**config.mk**
```make
export PLATFORM = sky130hd
export DESIGN_NAME = tls_lane
export DESIGN_NICKNAME = d
export VERILOG_FILES = /design/src/rtl/core/tls_pkg.sv /design/src/rtl/core/tls_lane.sv
export SDC_FILE = /design/constraint.sdc
export NUM_CORES = 2
export LEC_CHECK = 0
export BUFFER_PORTS_ARGS = -buffer_cell sky130_fd_sc_hd__buf_2
export CAP_MARGIN = 20
export CORE_MARGIN = 5
export CORE_UTILIZATION = 40
export CTS_CLUSTER_DIAMETER = 60
export DETAILED_ROUTE_END_ITERATION = 10
export PLACE_DENSITY_LB_ADDON = 0.25
export SYNTH_ARGS = -nofsm -noshare
export SYNTH_HDL_FRONTEND = slang
export SYNTH_SLANG_ARGS = --single-unit
```
**constraint.sdc**
```tcl
create_clock -name clk -period 8.45 [get_ports clk]
set_clock_uncertainty 0.15 [all_clocks]
set_input_delay 1.69 -clock clk [delete_from_list [all_inputs] [get_ports clk]]
set_output_delay 1.69 -clock clk [all_outputs]
set_load 0.005 [all_outputs]
```
**src/rtl/core/tls_pkg.sv**
```systemverilog
package tls_pkg;

  // Width of the center tap weight register, signed Q.FRAC_BITS
  localparam int ALPHA_W = 18;

  // Sample components carried per request: x, y, z
  localparam int LANES = 3;

  // Load enables from the pipeline control to the lane datapaths
  typedef struct packed {
    logic s2_load;
    logic s3_load;
  } stage_en_t;

  function automatic int max2(input int a, input int b);
    return (a > b) ? a : b;
  endfunction

  // Signed width that holds ONE - alpha for any alpha register value
  function automatic int beta_w(input int fb);
    return max2(fb + 2, ALPHA_W) + 1;
  endfunction

endpackage

```
**src/rtl/core/tls_lane.sv**
```systemverilog
module tls_lane import tls_pkg::*; #(
  parameter int SAMPLE_WIDTH = 32,
  parameter int FRAC_BITS    = 16
) (
  input  logic                              clk,
  input  stage_en_t                         en,
  input  logic signed [ALPHA_W-1:0]         alpha_i,
  input  logic signed [beta_w(FRAC_BITS)-1:0] beta_i,
  input  logic signed [SAMPLE_WIDTH-1:0]    c_i,
  input  logic signed [SAMPLE_WIDTH:0]      lr_i,
  output logic signed [SAMPLE_WIDTH-1:0]    res_o
);

  localparam int SW    = SAMPLE_WIDTH;
  localparam int FB    = FRAC_BITS;
  localparam int BW    = beta_w(FB);
  localparam int PW_A  = ALPHA_W + SW;
  localparam int PW_B  = BW + SW + 1;
  localparam int ACC_W = max2(max2(PW_A + 1, PW_B), SW + FB + 1) + 1;
  localparam int QW    = ACC_W - FB - 1;

  localparam logic signed [ACC_W-1:0] ONE_ACC = {{(ACC_W-1){1'b0}}, 1'b1} << FB;
  localparam logic signed [QW-1:0]    Q_MAX   = QW'({1'b0, {(SW-1){1'b1}}});
  localparam logic signed [QW-1:0]    Q_MIN   = ~Q_MAX;

  logic signed [PW_A-1:0]  p_ac_r;
  logic signed [PW_B-1:0]  p_bl_r;
  logic signed [ACC_W-1:0] acc;
  logic signed [QW-1:0]    q;
  logic signed [SW-1:0]    res_nxt;
  logic signed [SW-1:0]    res_r;

  // center and side products
  always_ff @(posedge clk) begin
    if (en.s2_load) begin
      p_ac_r <= PW_A'(alpha_i) * PW_A'(c_i);
      p_bl_r <= PW_B'(beta_i) * PW_B'(lr_i);
    end
  end

  // 2*a*c + beta*(l+r), round half up, drop FB+1 fraction bits
  assign acc = (ACC_W'(p_ac_r) <<< 1) + ACC_W'(p_bl_r) + ONE_ACC;
  assign q   = acc[ACC_W-1:FB+1];

  // clamp to the sample range
  always_comb begin
    if (q > Q_MAX) begin
      res_nxt = {1'b0, {(SW-1){1'b1}}};
    end else if (q < Q_MIN) begin
      res_nxt = {1'b1, {(SW-1){1'b0}}};
    end else begin
      res_nxt = q[SW-1:0];
    end
  end

  always_ff @(posedge clk) begin
    if (en.s3_load) begin
      res_r <= res_nxt;
    end
  end

  assign res_o = res_r;

endmodule

```
==> impl_metrics.ini <==
[sta]
tns_ns = 0
finalHoldViolCount = 0
min_period_ns = 8.27
worst_slack_ns = 0.184
relSlewSlack = 0.392
fmaxAchievable_mhz = 121
slew_violations = 0
timing.final.crit_share = 0.978
worstMarginPinSlew_ns = 0.912
setup_violations = 0

[critical_path]
critical_path_depth = 26
r2r-start = p_ac_r[21]
cpMostUsedCell = fa_1
r2r_setup_slack_ns = 3.36
max_stage_delay_ns = 0.62
critPathTopFamily = adder cells
critPathLaunchType = input port
reg2regPathDepth = 14
worstSetupEndpointType = flop
reg2reg_to = res_o[14]
crit_path_max_fanout = 6
slowest_stage = fa_1
critPathBufInv = 6
crit_end = p_bl_r[49]
critical_path.startpoint = beta_i[2]
arrival_ns = 8.35
critPathKind = in -> reg
crit_required_ns = 8.53

[final_layout]
design_area_sq_um = 53900
synthToLayoutAreaGrowth_pct = 12.1
final_layout_size_suffix_gt1_frac = 0.107
antenna_cells = 0
nets = 7077
finalNonFillerCells = 7069

[synth]
synthDistinctLibCells = 66
avgSynthCellArea_sq_um = 9.38
synthFlopType = edfxtp_1
synth-seq-cells = 133
synthCells = 5122
ys_warn_count = 0
synth_top_cells_by_area = fa_1, inv_1, ha_1, edfxtp_1, and2_1
synthSimpleGateAreaFrac = 0.143
synth_compound_area_frac = 0.0533
synth.area.mux_share = 0.000208
yosysSeqAreaShare = 0.0831
synth_area_sq_um = 48100
synth_edf_count = 133
synthArstFlopShare = 0
synth_top_area_frac = 0.483
yosysTopAreaCell = fa_1
synth_common_cells = inv_1, fa_1, nand2_1
post-synth-top-count-cell = inv_1
synth_top_family_by_area = adder cells
synthXorXnorAreaFrac = 0.0257
synthAdderAreaFrac = 0.577
synth_nets = 6748

[cts]
htreeDepth = 4
cts_tree = done
clockBufferDepth = 3
cts_buffers = 25
cts_setup_buffers = 0
root_buffer = clkbuf_16
path_clk_slew_ns = 0.06
clkSinkCount = 133
clk_latency_ns = 0.49
cts_hold_buffers = 0

[flow_run]
max_cap_violations = 0

[global_routing]
antenna_found_initial = 2
grt.total_usage = 0.199
grt_max_degree = 52
grt_pass1_vias = 38000
grt_pass1_wl_mm = 200
grt.overflow.total = 0

[placed_design]
numPortBuffers = 136
dp_slack_ns = -0.467
post_dp_cell_area_sq_um = 53100
dp.cells = 7035
globalplace.congestion = 0.886
hpwl_mm = 105

[die]
die_area_sq_um = 127000
die_w_um = 357
io_pins = 137
start_util = 0.402
rows = 127
fp.dieH_um = 357
core_area_sq_um = 120000

[drt]
wl_per_cell_um = 17.2
drt_iter0_drc = 1803
vias = 34600
first_pass_iters = 5
postRouteAntennaNets = 0
routed_wl_mm = 121
drc = 0
viasPerCell = 4.89

[worst_hold_path]
hold_depth = 3
hold_path_class = reg -> reg

[outcome]
status = complete, no violations
## per-layer routing
metal	up-vias	global-route usage	routed length [um]
li1	15700	-	-
met2	719	0.354	61900
met5	-	0	13
met4	2	0.0625	4730
met1	17900	0.254	49800
met3	213	0.0224	4820
## sequential cells by signal (all words and copies together) (netlist names)
| signal | count |
|---|---|
| res_o | 32 |
| p_ac_r | 50 |
| p_bl_r | 51 |
## worst min path at each step
stage                      to  slack [ns]        from
finish              res_o[31]        0.71  p_bl_r[51]
global route        res_o[31]        0.76  p_bl_r[51]
CTS                 res_o[31]        0.72  p_bl_r[51]
detailed placement  res_o[31]        0.70  p_bl_r[51]
global placement    res_o[31]        0.74  p_bl_r[51]
floorplan           res_o[31]        0.62  p_bl_r[51]
## per-stage QoR
stage / hold WS [ns] / utilization
CTS: 0.720 / 0.449
global placement: 0.737 / 0.444
floorplan: 0.616 / -
detailed placement: 0.698 / 0.444
finish: 0.707 / 0.450
global route: 0.758 / 0.450
## worst min-delay path, delay by kind of cell, from the launching register on
family,cells,cell delay [ns]
flops,1,0.36
buf+inv,1,0.06
xor+xnor,1,0.16
fa+ha+maj,1,0.15
## cells in the final DEF, fill, tap and decap left out, drive strengths merged, types with 9 or more instances in the layout
cell / n
and4: 9
a211oi: 9
fa: 1160
a21oi: 118
nor3: 17
nor2: 98
nor2b: 14
nand4: 20
clkbuf: 32
nand2b: 30
and3: 16
edfxtp: 133
a21o: 74
and2: 450
ha: 361
buf: 528
a31oi: 14
o21bai: 19
nand2: 746
xnor2: 90
xor2: 51
nand3: 25
inv: 1263
o21a: 12
o21ai: 88
## what timing repair did
item                       CTS  global route
resized for setup            0            29
setup endpoints to repair    0             8
hold endpoints to repair     0             0
## kinds of logic after synthesis
| family | count (synthesis) |
|---|---|
| AND/OR/NAND/NOR | 1439 |
| multiplexers | 1 |
| AO/OA/AOI/OAI | 395 |
| XOR/XNOR | 141 |
| buffers and inverters | 1492 |
| flip-flops | 133 |
| adder cells (fa/ha/maj) | 1521 |
## layout make-up
cell class / instances / area, sq um
Fill cell: 11700 / 65800
Sequential cell: 133 / 3990
Clock buffer: 29 / 641
Multi-Input combinational cell: 3497 / 38500
Timing Repair Buffer: 531 / 3940
Inverter: 1263 / 4740
Tap cell: 1612 / 2020
Clock inverter: 4 / 21.3
Power is not shown: default switching activity piles up to over one toggle a cycle in this logic, so the estimate is an artifact.
